--- src/rtl/fca_pkg.sv ---
// shared types, defaults and register codes of the flagged channel averager
package fca_pkg;

  // default sizes handed to the top level
  localparam int DEF_MAX_POLS     = 4;
  localparam int DEF_MAX_STEP     = 64;
  localparam int DEF_MAX_CHANNELS = 4096;

  // fixed field widths
  localparam int DATA_W     = 24;
  localparam int WEIGHT_W   = 16;
  localparam int START_W    = 12;
  localparam int STEP_REG_W = 7;
  localparam int OUT_CH_W   = 13;
  localparam int NPOL_REG_W = 3;
  localparam int CFG_IDX_W  = 3;
  localparam int CFG_DATA_W = 13;
  localparam int MAX_OUT_CH = 4096;

  // configuration register indexes
  typedef enum logic [CFG_IDX_W-1:0] {
    CFG_START_CHANNEL = 3'd0,
    CFG_CHANNEL_STEP  = 3'd1,
    CFG_OUT_CHANNELS  = 3'd2,
    CFG_NUM_POLS      = 3'd3,
    CFG_USE_WEIGHTS   = 3'd4
  } fca_cfg_idx_e;

  // sequencer states
  typedef enum logic [4:0] {
    ST_IDLE = 5'b00001,
    ST_MUL  = 5'b00010,
    ST_ADD  = 5'b00100,
    ST_DIV  = 5'b01000,
    ST_OUT  = 5'b10000
  } fca_state_e;

  // accumulator memory control
  typedef struct packed {
    logic rd_en;
    logic wr_en;
    logic clear_all;
  } fca_mem_ctl_t;

endpackage

--- src/rtl/flagged_channel_averager.sv ---
// Flagged channel averager: takes one complex sample per beat (polarization
// fastest, then channel) and keeps per-polarization sums in a small
// accumulator memory that is read, updated and written back. A sample that
// does not close a group passes through read, multiply and add with write
// back before the next accept; a sample outside the used range is taken
// without leaving idle. A sample that closes a group also runs the two
// shift-subtract dividers, then waits until the output register is free.
// One sample is in work at a time.
module flagged_channel_averager import fca_pkg::*; #(
  parameter int MAX_POLS     = DEF_MAX_POLS,
  parameter int MAX_STEP     = DEF_MAX_STEP,
  parameter int MAX_CHANNELS = DEF_MAX_CHANNELS,
  localparam int CNTW        = $clog2(MAX_STEP + 1),
  localparam int WSW         = WEIGHT_W + CNTW - 1
) (
  input  logic                  clk_i,
  input  logic                  rst_ni,
  input  logic                  cfg_we_i,
  input  logic [CFG_IDX_W-1:0]  cfg_index_i,
  input  logic [CFG_DATA_W-1:0] cfg_data_i,
  input  logic                  in_valid_i,
  output logic                  in_stall_o,
  input  logic signed [DATA_W-1:0] data_re_i,
  input  logic signed [DATA_W-1:0] data_im_i,
  input  logic                  flagged_i,
  input  logic [WEIGHT_W-1:0]   weight_i,
  input  logic                  row_start_i,
  output logic                  out_valid_o,
  input  logic                  out_stall_i,
  output logic signed [DATA_W-1:0] avg_re_o,
  output logic signed [DATA_W-1:0] avg_im_o,
  output logic [WSW-1:0]        weight_sum_o,
  output logic                  out_flag_o,
  output logic [1:0]            pol_index_o,
  output logic [11:0]           out_channel_o,
  output logic                  last_of_row_o
);

  localparam int PW     = (MAX_POLS > 1) ? $clog2(MAX_POLS) : 1;
  localparam int NPW    = $clog2(MAX_POLS + 1);
  localparam int SUMW   = 41 + CNTW;
  localparam int CHW    = $clog2(MAX_CHANNELS) + 1;
  localparam int CMPW   = (CHW > START_W) ? CHW : START_W;
  localparam int WORD_W = 2 * SUMW + WSW + CNTW;
  localparam int PRODW  = DATA_W + WEIGHT_W + 1;

  // configuration registers
  logic [START_W-1:0]    cfg_start_q;
  logic [STEP_REG_W-1:0] cfg_step_q;
  logic [OUT_CH_W-1:0]   cfg_nout_q;
  logic [NPOL_REG_W-1:0] cfg_npol_q;
  logic                  cfg_usew_q;

  always_ff @(posedge clk_i or negedge rst_ni) begin
    if (!rst_ni) begin
      cfg_start_q <= '0;
      cfg_step_q  <= STEP_REG_W'(1);
      cfg_nout_q  <= OUT_CH_W'(1);
      cfg_npol_q  <= NPOL_REG_W'(1);
      cfg_usew_q  <= 1'b0;
    end else if (cfg_we_i) begin
      case (cfg_index_i)
        CFG_START_CHANNEL: cfg_start_q <= cfg_data_i[START_W-1:0];
        CFG_CHANNEL_STEP:  cfg_step_q  <= cfg_data_i[STEP_REG_W-1:0];
        CFG_OUT_CHANNELS:  cfg_nout_q  <= cfg_data_i[OUT_CH_W-1:0];
        CFG_NUM_POLS:      cfg_npol_q  <= cfg_data_i[NPOL_REG_W-1:0];
        CFG_USE_WEIGHTS:   cfg_usew_q  <= cfg_data_i[0];
        default: ;
      endcase
    end
  end

  // clamped register values
  logic [CNTW-1:0]     step_c;
  logic [NPW-1:0]      npol_c;
  logic [OUT_CH_W-1:0] nout_c;

  always_comb begin
    if (cfg_step_q == '0) begin
      step_c = CNTW'(1);
    end else if (int'(cfg_step_q) > MAX_STEP) begin
      step_c = CNTW'(MAX_STEP);
    end else begin
      step_c = CNTW'(cfg_step_q);
    end
    if (cfg_npol_q == '0) begin
      npol_c = NPW'(1);
    end else if (int'(cfg_npol_q) > MAX_POLS) begin
      npol_c = NPW'(MAX_POLS);
    end else begin
      npol_c = NPW'(cfg_npol_q);
    end
    if (cfg_nout_q == '0) begin
      nout_c = OUT_CH_W'(1);
    end else if (int'(cfg_nout_q) > MAX_OUT_CH) begin
      nout_c = OUT_CH_W'(MAX_OUT_CH);
    end else begin
      nout_c = cfg_nout_q;
    end
  end

  // stream position
  logic [CHW-1:0]      ich_q, ich_d;
  logic [PW-1:0]       pol_q, pol_d;
  logic [CNTW-1:0]     grp_q, grp_d;
  logic [OUT_CH_W-1:0] och_q, och_d;

  fca_state_e state_q, state_d;
  logic accept;

  logic [CHW-1:0]      ich_e;
  logic [PW-1:0]       pol_e;
  logic [CNTW-1:0]     grp_e;
  logic [OUT_CH_W-1:0] och_e;
  logic [NPW-1:0]      p_ext;
  logic [NPW-1:0]      p_inc;
  logic [CNTW-1:0]     grp_inc;
  logic                in_range;
  logic                group_end;
  logic                row_last;

  assign accept     = in_valid_i && (state_q == ST_IDLE);
  assign in_stall_o = (state_q != ST_IDLE);

  // position bookkeeping for the sample at the input
  always_comb begin
    ich_e = row_start_i ? '0 : ich_q;
    grp_e = row_start_i ? '0 : grp_q;
    och_e = row_start_i ? '0 : och_q;
    pol_e = row_start_i ? '0 : pol_q;
    if (NPW'(pol_e) >= npol_c) begin
      pol_e = '0;
    end
    p_ext   = NPW'(pol_e);
    p_inc   = p_ext + 1'b1;
    grp_inc = grp_e + 1'b1;
    in_range = (CMPW'(ich_e) >= CMPW'(cfg_start_q)) &&
               (ich_e < CHW'(MAX_CHANNELS)) && (och_e < nout_c);
    group_end = in_range && (grp_inc >= step_c);
    row_last  = (OUT_CH_W'(och_e + 1'b1) == nout_c) && (p_inc == npol_c);

    ich_d = ich_e;
    grp_d = grp_e;
    och_d = och_e;
    if (p_inc >= npol_c) begin
      pol_d = '0;
      if (in_range) begin
        if (grp_inc >= step_c) begin
          grp_d = '0;
          och_d = och_e + 1'b1;
        end else begin
          grp_d = grp_inc;
        end
      end
      if (ich_e < CHW'(MAX_CHANNELS)) begin
        ich_d = ich_e + 1'b1;
      end
    end else begin
      pol_d = p_inc[PW-1:0];
    end
  end

  always_ff @(posedge clk_i or negedge rst_ni) begin
    if (!rst_ni) begin
      ich_q <= '0;
      pol_q <= '0;
      grp_q <= '0;
      och_q <= '0;
    end else if (accept) begin
      ich_q <= ich_d;
      pol_q <= pol_d;
      grp_q <= grp_d;
      och_q <= och_d;
    end
  end

  // captured beat
  logic signed [DATA_W-1:0] in_re_q, in_im_q;
  logic                     in_flag_q;
  logic [WEIGHT_W-1:0]      in_w_q;
  logic [PW-1:0]            p_q;
  logic                     group_end_q;
  logic                     row_last_q;
  logic [11:0]              och_out_q;

  always_ff @(posedge clk_i) begin
    if (accept) begin
      in_re_q     <= data_re_i;
      in_im_q     <= data_im_i;
      in_flag_q   <= flagged_i;
      in_w_q      <= weight_i;
      p_q         <= pol_e;
      group_end_q <= group_end;
      row_last_q  <= row_last;
      och_out_q   <= och_e[11:0];
    end
  end

  // accumulator memory
  fca_mem_ctl_t      mem_ctl;
  logic [WORD_W-1:0] rd_word;
  logic [WORD_W-1:0] wr_word;

  assign mem_ctl.rd_en     = accept;
  assign mem_ctl.clear_all = accept && row_start_i;
  assign mem_ctl.wr_en     = (state_q == ST_ADD);

  fca_acc_mem #(
    .DEPTH  (MAX_POLS),
    .ADDR_W (PW),
    .WORD_W (WORD_W)
  ) u_mem (
    .clk_i     (clk_i),
    .rst_ni    (rst_ni),
    .ctl_i     (mem_ctl),
    .rd_addr_i (pol_e),
    .wr_addr_i (p_q),
    .wr_data_i (wr_word),
    .rd_data_o (rd_word)
  );

  // sample contribution, weighted or plain
  logic signed [PRODW-1:0] mul_re, mul_im;
  logic signed [SUMW-1:0]  prod_re_q, prod_im_q;

  assign mul_re = in_re_q * $signed({1'b0, in_w_q});
  assign mul_im = in_im_q * $signed({1'b0, in_w_q});

  always_ff @(posedge clk_i) begin
    if (state_q == ST_MUL) begin
      if (cfg_usew_q) begin
        prod_re_q <= {{(SUMW-PRODW){mul_re[PRODW-1]}}, mul_re};
        prod_im_q <= {{(SUMW-PRODW){mul_im[PRODW-1]}}, mul_im};
      end else begin
        prod_re_q <= {{(SUMW-DATA_W){in_re_q[DATA_W-1]}}, in_re_q};
        prod_im_q <= {{(SUMW-DATA_W){in_im_q[DATA_W-1]}}, in_im_q};
      end
    end
  end

  // read-modify-write of the entry
  logic signed [SUMW-1:0] rd_re, rd_im, new_re, new_im;
  logic [WSW-1:0]         rd_ws, new_ws;
  logic [CNTW-1:0]        rd_cnt, new_cnt;
  logic                   good;

  assign {rd_re, rd_im, rd_ws, rd_cnt} = rd_word;
  assign good    = !in_flag_q;
  assign new_re  = good ? rd_re + prod_re_q : rd_re;
  assign new_im  = good ? rd_im + prod_im_q : rd_im;
  assign new_ws  = (good && cfg_usew_q) ? rd_ws + WSW'(in_w_q) : rd_ws;
  assign new_cnt = good ? rd_cnt + 1'b1 : rd_cnt;
  assign wr_word = group_end_q ? '0 : {new_re, new_im, new_ws, new_cnt};

  // group result held across the division
  logic           neg_re_q, neg_im_q, empty_q;
  logic [WSW-1:0] ws_q;
  logic           div_start;
  logic [SUMW-1:0] mag_re, mag_im;
  logic [WSW-1:0]  den;

  assign div_start = (state_q == ST_ADD) && group_end_q;
  assign mag_re    = new_re[SUMW-1] ? SUMW'(-new_re) : SUMW'(new_re);
  assign mag_im    = new_im[SUMW-1] ? SUMW'(-new_im) : SUMW'(new_im);
  assign den       = cfg_usew_q ? new_ws : WSW'(new_cnt);

  always_ff @(posedge clk_i) begin
    if (div_start) begin
      neg_re_q <= new_re[SUMW-1];
      neg_im_q <= new_im[SUMW-1];
      empty_q  <= (new_cnt == '0) || (cfg_usew_q && (new_ws == '0));
      ws_q     <= cfg_usew_q ? new_ws : '0;
    end
  end

  // dividers for both parts
  logic            busy_re, busy_im;
  logic [SUMW-1:0] quo_re, quo_im;

  fca_div #(.NUM_W(SUMW), .DEN_W(WSW)) u_div_re (
    .clk_i   (clk_i),
    .rst_ni  (rst_ni),
    .start_i (div_start),
    .num_i   (mag_re),
    .den_i   (den),
    .busy_o  (busy_re),
    .quot_o  (quo_re)
  );

  fca_div #(.NUM_W(SUMW), .DEN_W(WSW)) u_div_im (
    .clk_i   (clk_i),
    .rst_ni  (rst_ni),
    .start_i (div_start),
    .num_i   (mag_im),
    .den_i   (den),
    .busy_o  (busy_im),
    .quot_o  (quo_im)
  );

  // sign restore and saturation to q1.23
  localparam logic [SUMW-1:0] POS_LIM = SUMW'(8388607);
  localparam logic [SUMW-1:0] NEG_LIM = SUMW'(8388608);
  localparam logic [DATA_W-1:0] POS_MAX = {1'b0, {(DATA_W-1){1'b1}}};
  localparam logic [DATA_W-1:0] NEG_MAX = {1'b1, {(DATA_W-1){1'b0}}};

  logic [DATA_W-1:0] res_re, res_im;

  always_comb begin
    if (empty_q) begin
      res_re = '0;
    end else if (!neg_re_q) begin
      res_re = (quo_re > POS_LIM) ? POS_MAX : quo_re[DATA_W-1:0];
    end else begin
      res_re = (quo_re > NEG_LIM) ? NEG_MAX : DATA_W'(-quo_re[DATA_W-1:0]);
    end
    if (empty_q) begin
      res_im = '0;
    end else if (!neg_im_q) begin
      res_im = (quo_im > POS_LIM) ? POS_MAX : quo_im[DATA_W-1:0];
    end else begin
      res_im = (quo_im > NEG_LIM) ? NEG_MAX : DATA_W'(-quo_im[DATA_W-1:0]);
    end
  end

  // sequencer
  logic out_load;
  logic out_valid_q;

  assign out_load = (state_q == ST_OUT) && (!out_valid_q || !out_stall_i);

  always_comb begin
    state_d = state_q;
    case (state_q)
      ST_IDLE: if (accept && in_range) state_d = ST_MUL;
      ST_MUL:  state_d = ST_ADD;
      ST_ADD:  state_d = group_end_q ? ST_DIV : ST_IDLE;
      ST_DIV:  if (!busy_re && !busy_im) state_d = ST_OUT;
      ST_OUT:  if (out_load) state_d = ST_IDLE;
      default: state_d = ST_IDLE;
    endcase
  end

  always_ff @(posedge clk_i or negedge rst_ni) begin
    if (!rst_ni) begin
      state_q <= ST_IDLE;
    end else begin
      state_q <= state_d;
    end
  end

  // output register
  always_ff @(posedge clk_i or negedge rst_ni) begin
    if (!rst_ni) begin
      out_valid_q <= 1'b0;
    end else if (out_load) begin
      out_valid_q <= 1'b1;
    end else if (!out_stall_i) begin
      out_valid_q <= 1'b0;
    end
  end

  always_ff @(posedge clk_i) begin
    if (out_load) begin
      avg_re_o      <= res_re;
      avg_im_o      <= res_im;
      weight_sum_o  <= empty_q ? '0 : ws_q;
      out_flag_o    <= empty_q;
      pol_index_o   <= 2'(p_q);
      out_channel_o <= och_out_q;
      last_of_row_o <= row_last_q;
    end
  end

  assign out_valid_o = out_valid_q;

endmodule

--- src/rtl/fca_acc_mem.sv ---
// per-polarization accumulator memory with entry valid bits
module fca_acc_mem import fca_pkg::*; #(
  parameter int DEPTH  = DEF_MAX_POLS,
  parameter int ADDR_W = 2,
  parameter int WORD_W = 8
) (
  input  logic              clk_i,
  input  logic              rst_ni,
  input  fca_mem_ctl_t      ctl_i,
  input  logic [ADDR_W-1:0] rd_addr_i,
  input  logic [ADDR_W-1:0] wr_addr_i,
  input  logic [WORD_W-1:0] wr_data_i,
  output logic [WORD_W-1:0] rd_data_o
);

  logic [WORD_W-1:0] mem_q [DEPTH];
  logic [DEPTH-1:0]  valid_q;
  logic [WORD_W-1:0] rd_data_q;
  logic              rd_valid_q;

  // storage array
  always_ff @(posedge clk_i) begin
    if (ctl_i.wr_en) begin
      mem_q[wr_addr_i] <= wr_data_i;
    end
    if (ctl_i.rd_en) begin
      rd_data_q <= mem_q[rd_addr_i];
    end
  end

  // valid bits, an entry never written since a clear reads as zero
  always_ff @(posedge clk_i or negedge rst_ni) begin
    if (!rst_ni) begin
      valid_q    <= '0;
      rd_valid_q <= 1'b0;
    end else begin
      if (ctl_i.clear_all) begin
        valid_q <= '0;
      end else if (ctl_i.wr_en) begin
        valid_q[wr_addr_i] <= 1'b1;
      end
      if (ctl_i.rd_en) begin
        rd_valid_q <= valid_q[rd_addr_i] && !ctl_i.clear_all;
      end
    end
  end

  assign rd_data_o = rd_valid_q ? rd_data_q : '0;

endmodule

--- src/rtl/fca_div.sv ---
// restoring divider, one quotient bit per cycle
module fca_div import fca_pkg::*; #(
  parameter int NUM_W = 48,
  parameter int DEN_W = 22
) (
  input  logic             clk_i,
  input  logic             rst_ni,
  input  logic             start_i,
  input  logic [NUM_W-1:0] num_i,
  input  logic [DEN_W-1:0] den_i,
  output logic             busy_o,
  output logic [NUM_W-1:0] quot_o
);

  localparam int CNT_W = $clog2(NUM_W + 1);

  logic [DEN_W-1:0] rem_q, rem_d;
  logic [DEN_W-1:0] den_q;
  logic [NUM_W-1:0] quo_q, quo_d;
  logic [CNT_W-1:0] cnt_q;
  logic             run_q;
  logic [DEN_W:0]   shifted;
  logic [DEN_W:0]   diff;

  // one shift and trial subtract
  always_comb begin
    shifted = {rem_q, quo_q[NUM_W-1]};
    diff    = shifted - {1'b0, den_q};
    if (shifted >= {1'b0, den_q}) begin
      rem_d = diff[DEN_W-1:0];
      quo_d = {quo_q[NUM_W-2:0], 1'b1};
    end else begin
      rem_d = shifted[DEN_W-1:0];
      quo_d = {quo_q[NUM_W-2:0], 1'b0};
    end
  end

  // iteration control
  always_ff @(posedge clk_i or negedge rst_ni) begin
    if (!rst_ni) begin
      run_q <= 1'b0;
      cnt_q <= '0;
    end else if (start_i) begin
      run_q <= 1'b1;
      cnt_q <= CNT_W'(NUM_W - 1);
    end else if (run_q) begin
      if (cnt_q == '0) begin
        run_q <= 1'b0;
      end
      cnt_q <= cnt_q - 1'b1;
    end
  end

  // datapath
  always_ff @(posedge clk_i) begin
    if (start_i) begin
      rem_q <= '0;
      quo_q <= num_i;
      den_q <= den_i;
    end else if (run_q) begin
      rem_q <= rem_d;
      quo_q <= quo_d;
    end
  end

  assign busy_o = run_q;
  assign quot_o = quo_q;

endmodule
--- config.mk ---
export PLATFORM = sky130hd
export DESIGN_NAME = flagged_channel_averager
export DESIGN_NICKNAME = d
export VERILOG_FILES = /design/src/rtl/fca_pkg.sv /design/src/rtl/flagged_channel_averager.sv /design/src/rtl/fca_acc_mem.sv /design/src/rtl/fca_div.sv
export SDC_FILE = /design/constraint.sdc
export NUM_CORES = 2
export LEC_CHECK = 0
export BUFFER_PORTS_ARGS = -buffer_cell sky130_fd_sc_hd__buf_2
export CELL_PAD_IN_SITES_DETAIL_PLACEMENT = 1
export CELL_PAD_IN_SITES_GLOBAL_PLACEMENT = 1
export CORE_MARGIN = 4
export CORE_UTILIZATION = 55
export DETAILED_ROUTE_END_ITERATION = 12
export PLACE_DENSITY = 0.85
export SYNTH_ARGS = -nofsm -noshare
export SYNTH_HDL_FRONTEND = slang
export SYNTH_SLANG_ARGS = --single-unit
--- constraint.sdc ---
create_clock -name clk_i -period 22.2 [get_ports clk_i]
set_input_delay 0 -clock clk_i [delete_from_list [all_inputs] [get_ports clk_i]]
set_output_delay 0 -clock clk_i [all_outputs]
set_load 0.02 [all_outputs]
Word-level counts from Yosys, hierarchy flattened
Memory sizes are Yosys's and may differ from the RTL's. A register that Yosys moved wholly into a read port is not among the register bits.
Cells that the tools add are included.
{ "word_totals": {"ff_bits": 546, "latchBits": 0, "mem_bits_rw": 500, "romBits": 0, "in_bits": 87, "output_inout_bits": 88, "word_cells": 207, "n_memories": 1} }
{ "op_classes": {"n_addsub": 16, "mul": 2, "div_mod_pow": 0, "order_cmp": 18, "n_eq_ne": 16, "shift": 0, "muxes": 70, "n_bitwise": 1, "n_reduce_logical": 39} }
{ "memory_table": {"columns": ["name", "words", "word_bits", "read_ports", "rd_ports_with_merged_regs", "wr", "line_no", "text"], "rows": [
  ["u_mem.mem_q", 4, 125, 1, 1, 1, "fca_acc_mem.sv:16", "logic [WORD_W-1:0] mem_q [DEPTH];"]
]} }
{ "op_table": {"columns": ["operator", "n"], "rows": [
  ["48-bit two-way mux", 10],
  ["125-bit two-way mux", 2],
  ["24-bit two-way mux", 6],
  ["13-bit two-way mux", 9],
  ["48-bit adder", 2],
  ["48-bit by 23-bit greater-than comparator with 1-bit output, second input constant", 2],
  ["48-bit by 24-bit greater-than comparator with 1-bit output, second input constant", 2],
  ["48-bit negator", 2],
  ["24-bit by 17-bit multiplier with 41-bit output", 2],
  ["22-bit two-way mux", 3],
  ["7-bit two-way mux", 8],
  ["24-bit negator", 2],
  ["23-bit by 22-bit >= comparator with 1-bit output", 2],
  ["22-bit subtractor", 2],
  ["13-bit by 1-bit adder with 13-bit output, second input constant", 2],
  ["5-bit case mux with 5 select lines", 1],
  ["6-bit two-way mux", 4],
  ["22-bit by 16-bit adder with 22-bit output", 1],
  ["22-bit logical NOT", 1],
  ["5-bit two-way mux", 3],
  ["7-bit by 1-bit adder with 7-bit output, second input constant", 2],
  ["1-bit logical AND", 14],
  ["7-bit logical NOT", 2],
  ["1-bit two-way mux", 14],
  ["other kinds (40)", 64]
]} }

Depth between registers and ports, before layout
{ "logic_depth": {"ltp_word": 8, "mapped_depth": 28, "mapped_depth_nobuf": 26} }

Cells and area by module
From an unflattened synthesis, not the netlist that was laid out.
{ "unflattened": {"cells_unflattened": 8142, "area_unflattened_um2": 88920.3} }
{ "modules_own_cells": {"columns": ["module", "instances", "cells_each", "area_per_inst_um2", "seq_area_each_um2"], "rows": [
  ["flagged_channel_averager", 1, 6299, 55515.7, 10159.7],
  ["fca_acc_mem", 1, 935, 22820.6, 18893.1],
  ["fca_div at u_div_im", 1, 451, 5317.6, 2717.6],
  ["fca_div at u_div_re", 1, 457, 5266.3, 2717.6]
]} }

Worst setup path after synthesis
No wires, ideal clock.
{ "synth_path": {"path_kind": "reg2reg", "from": "register state_q[3]", "to": "memory u_mem.mem_q[1][0] (netlist name) (enable)", "arrival_ps": 9788, "required_ps": 21409, "slack_ps": 11621, "path_stages_with_launch": 4, "n_path_buf": 0, "period_less_slack_ps": 10579, "path_cell_list": "dfrtp_1 -> nor2_1 -> nand3_1 -> nor3b_1"} }
{ "synth_between": {"elab_chain_cells": 3} }
{ "synth_rtl": {"columns": ["item", "line_no", "text"], "rows": [
  ["from (decl)", "flagged_channel_averager.sv:108", "fca_state_e state_q, state_d;"],
  ["from (signal assigned)", "flagged_channel_averager.sv:347", "state_q <= state_d;"],
  ["5-bit by 3-bit == test with 1-bit output", "flagged_channel_averager.sv:206", "assign mem_ctl.wr_en = (state_q == ST_ADD);"],
  ["1-bit two-way mux", "fca_acc_mem.sv:23", "if (ctl_i.wr_en) begin"],
  ["1-bit two-way mux (implied by the code)", "fca_acc_mem.sv:24", "mem_q[wr_addr_i] <= wr_data_i;"],
  ["to (decl)", "fca_acc_mem.sv:16", null]
]} }
Every way passes these cells.

Worst setup path in the final report
{ "layout_path": {"from": "register in_w_q[3]", "to": "register prod_im_q[37], data pin"} }
{ "layout_between": {"elab_chain_cells": 2} }
{ "layout_rtl": {"columns": ["item", "line_no", "text"], "rows": [
  ["from (decl)", "flagged_channel_averager.sv:180", "logic [WEIGHT_W-1:0] in_w_q;"],
  ["from (signal assigned)", "flagged_channel_averager.sv:191", "in_w_q <= weight_i;"],
  ["24-bit by 17-bit multiplier with 41-bit output", "flagged_channel_averager.sv:227", "assign mul_im = in_im_q * $signed({1'b0, in_w_q});"],
  ["48-bit two-way mux", "flagged_channel_averager.sv:231", "if (cfg_usew_q) begin"],
  ["to (signal assigned)", "flagged_channel_averager.sv:233", "prod_im_q <= {{(SUMW-PRODW){mul_im[PRODW-1]}}, mul_im};"],
  ["to (signal assigned)", "flagged_channel_averager.sv:236", "prod_im_q <= {{(SUMW-DATA_W){in_im_q[DATA_W-1]}}, in_im_q};"],
  ["to (decl)", "flagged_channel_averager.sv:224", "logic signed [SUMW-1:0] prod_re_q, prod_im_q;"]
]} }
Every way passes these cells.
A chain may end at the register's enable or synchronous reset.

==> metrics.md <==
| Metric | Value |
|---|---|
| Post-Synthesis Cells | `8715` |
| Root Buffer | `clkbuf_16` |
| Clock insertion delay at the later pin of the skew report | `0.82 ns` |
| Final setup viols | `0` |
| Setup CP Type | `reg2reg` |
| Longest Clk Path Bufs | `3` |
| DRT Pass-1 Iters | `6` |
| Largest net degree at the start of global routing | `112` |
| Initial DRC Count | `8156` |
| Fmax | `0.107 GHz` |
| Pwr Density | `159 mW/mm^2` |
| Post-Synth Simple-Gate Area | `0.169` |
| Yosys Warn Count | `0` |
| WP buf/inv | `4` |
| Post-synthesis mux area share | `0.0170` |
| CTS tree | `built` |
| Post-detailed-route count of antenna-violating nets | `0` |
| Combinational family with the most area after synthesis | `adder cells` |
| Post-Syn Area | `0.0869 sq mm` |
| Critical path data required time | `22.75 ns` |
| Total Die Area | `0.164 sq mm` |
| Clk sinks | `1142` |
| Slowest stage delay, CP | `1.17 ns` |
| First-pass GRT wire length | `484 mm` |
| Critical path endpoint category | `flip-flop` |
| Cell mode on critical path | `fa_1` |
| Synth Register Bits | `1142` |
| Slew Limit Fails | `0` |
| Synth top area cells | `edfxtp_1 35%, fa_1 17%, nand2_1 6.2%, ha_1 5.8%, inv_1 4.6%` |
| IO Pins | `175` |
| Proportion of layout cells with a drive suffix above 1 | `0.0712` |
| Area grow syn2layout | `10.2%` |
| RSZ-0062 raised after global routing | `false` |
| Nets@finish | `10100` |
| Clock skew | `0.0370 ns` |
| Gr ovfl total | `0` |
| Core ar. | `0.157 sq mm` |
| Peak VDD IR | `0.250 mV` |
| Most frequent cells in the layout | `1434 x nand2_1, 1066 x inv_1, 1002 x edfxtp_1` |
| Chip Height | `405 um` |
| CP Data Arrival Time | `9.87 ns` |
| Power Total | `15.2 mW` |
| Dominant synthesized flop cell | `edfxtp_1` |
| Vias per cell | `6.54` |
| Area leader, netlist | `edfxtp_1` |
| Fin. Hold Viols | `0` |
| Via count | `72100` |
| IO buf count | `174` |
| Register area share after synthesis | `0.384` |
| CTS Buf Count | `131` |
| Headroom to the max-slew limit | `0.0472` |
| Xor and xnor area share after synthesis | `0.0307` |
| Dpl hpwl | `201 mm` |
| Max-Cap Viols | `0` |
| Final Util | `0.611` |
| Crit path cell chain | `buf_4 > nand2_1 > fa_1 > fa_1 > fa_1 > inv_1 > fa_1 > fa_1 > inv_1 > fa_1 > inv_1 > ha_1 > nand3_1 > nor2_1 > nor2_1 > o211ai_1 > a21oi_1 > o221ai_1 > a311oi_1 > o211ai_1 > o31ai_1 > a21boi_0 > mux2i_1 > or3_1` |
| Number of global-route vias before repair | `79500` |
| Mapped Nets | `9967` |
| Leakage | `41.7 nW` |
| GRT Util Overall | `0.387` |
| Number of library cell types mapped by synthesis | `89` |
| Critical Path Start Type | `flip-flop` |
| Worst-path clk slew | `0.07 ns` |
| Crit-path slowest cell | `edfxtp_1` |
| Max Fanout on Critical Path | `25` |
| Post-synthesis adder-cell area fraction | `0.233` |
| Die X | `405 um` |
| Crit path max-delay family | `adder cells` |
| Worst slew pin tran | `1.43 ns` |
| DRC | `0` |
| Final period util | `0.420` |
| Initial antenna violation count | `20` |
| WL final | `318 mm` |
| Starting Density | `0.555` |
| Compound-Gate Fraction of Synth Area | `0.102` |
| DR WL/cell | `28.8 um` |
| Syn avg cell area | `9.97 sq um` |
| Worst min path class | `in2reg` |
| Floorplan row count | `145` |
| Fin Setup TNS | `0 ns` |
| Worst hold slack | `0.0235 ns` |
| Most common cell after layout, fill and taps aside | `nand2_1` |
| Status | `finished clean` |
| H-tree levels | `4` |
| Routability cong. | `0.929` |
| Asr flop ratio synth | `0.0841` |
| Post-synth EDFFs | `1002` |
| Top cell type's share of synthesized area | `0.346` |
| Min cycle time layout | `9.32 ns` |
power breakdown:
part | switching [mW] | internal, mW
logic | 6.39 | 3.85
clock network | 1.04 | 1.30
registers | 0.0775 | 2.58
kinds of logic (layout without fill, tap and decap cells):
logic type | after synthesis | after routing
and+or+nand+nor | 3068 | 3068
buffers and inverters | 1494 | 1744
AOI/OAI and AO/OA | 1404 | 1404
adders and majority gates | 1165 | 1165
DFF | 1142 | 1142
xor gates and xnor gates | 304 | 304
muxes | 138 | 138
other | 0 | 7
through the flow:
| stage | std cells | setup WS [ns] | cell area (sq um) |
|---|---|---|---|
| 2_1_floorplan | 8715 | 11.62 | 86900 |
| 3_3_place_gp | 10600 | 13.86 | 89700 |
| 3_5_place_dp | 10600 | 13.48 | 89700 |
| 4_1_cts | 11000 | 13.46 | 95700 |
| 5_1_grt | 11000 | 12.77 | 95700 |
| 6_report | 11000 | 12.88 | 95700 |
final timing paths:
path                               from                to  slack (ns)  depth (start not counted)
max reg2reg                   in_w_q[3]     prod_im_q[37]       12.88                         24
min in group asynchronous        rst_ni        state_q[0]        0.41                          3
max                           in_w_q[3]     prod_im_q[37]       12.88                         24
min reg2reg                och_out_q[3]  out_channel_o[3]        0.42                          0
max in group asynchronous        rst_ni        cfg_usew_q       20.60                          4
min                        data_im_i[3]        in_im_q[3]        0.02                          2
registers in the layout, indices dropped and copies added, names as in the netlist, 16 cells and up:
register / count
u_mem.mem_q: 500
u_mem.rd_data_q: 125
u_div_im.quot_o: 48
u_div_re.quot_o: 48
prod_im_q: 41
prod_re_q: 41
avg_im_o: 24
avg_re_o: 24
in_im_q: 24
in_re_q: 24
u_div_im.rem_q: 22
u_div_re.rem_q: 22
weight_sum_o: 22
ws_q: 22
in_w_q: 16
synth_stat cells (all sizes together), types with 20 or more instances:
cell and number:
a21boi 21, mux2i 65, a211oi 46, ha 406
mux2 73, nand2 1435, or3b 20, or3 64
a21oi 301, a31oi 197, clkbuf 400, xor2 118
dfxtp 44, nor3 70, dfrtp 92, or2 20
a21o 129, and2 442, edfxtp 1002, nand2b 47
xnor2 186, o21bai 36, buf 20, o211ai 48
nand3 110, nor4 44, nor2 386, inv 1073
nand4 65, o21ai 384, o31ai 40, and3 177
fa 759, o21a 45, nor2b 119
repair_timing:
action	CTS	global route
endpoints found under the hold margin	220	0
buffers inserted	0	0
hold buffers	154	0
resized for setup	0	0
routing by layer:
metal | track usage | vias up | share of wire
li1 | - | 29600 | -
met1 | 0.479 | 36400 | 0.36
met2 | 0.628 | 4724 | 0.47
met3 | 0.0950 | 1382 | 0.11
met4 | 0.209 | 20 | 0.060
met5 | 0 | - | 0.00041
final cells by class:
type / count / area (sq um)
flip-flops and latches: 1142 / 33400
diodes: 7 / 17.5
well taps: 2058 / 2570
clock inverters: 72 / 946
clock buffers: 169 / 3540
fillers: 16900 / 60900
multi-input cells: 6079 / 48000
repair buffers: 429 / 3200
inverters: 1074 / 4050
Power figures use the tool's default switching activity.
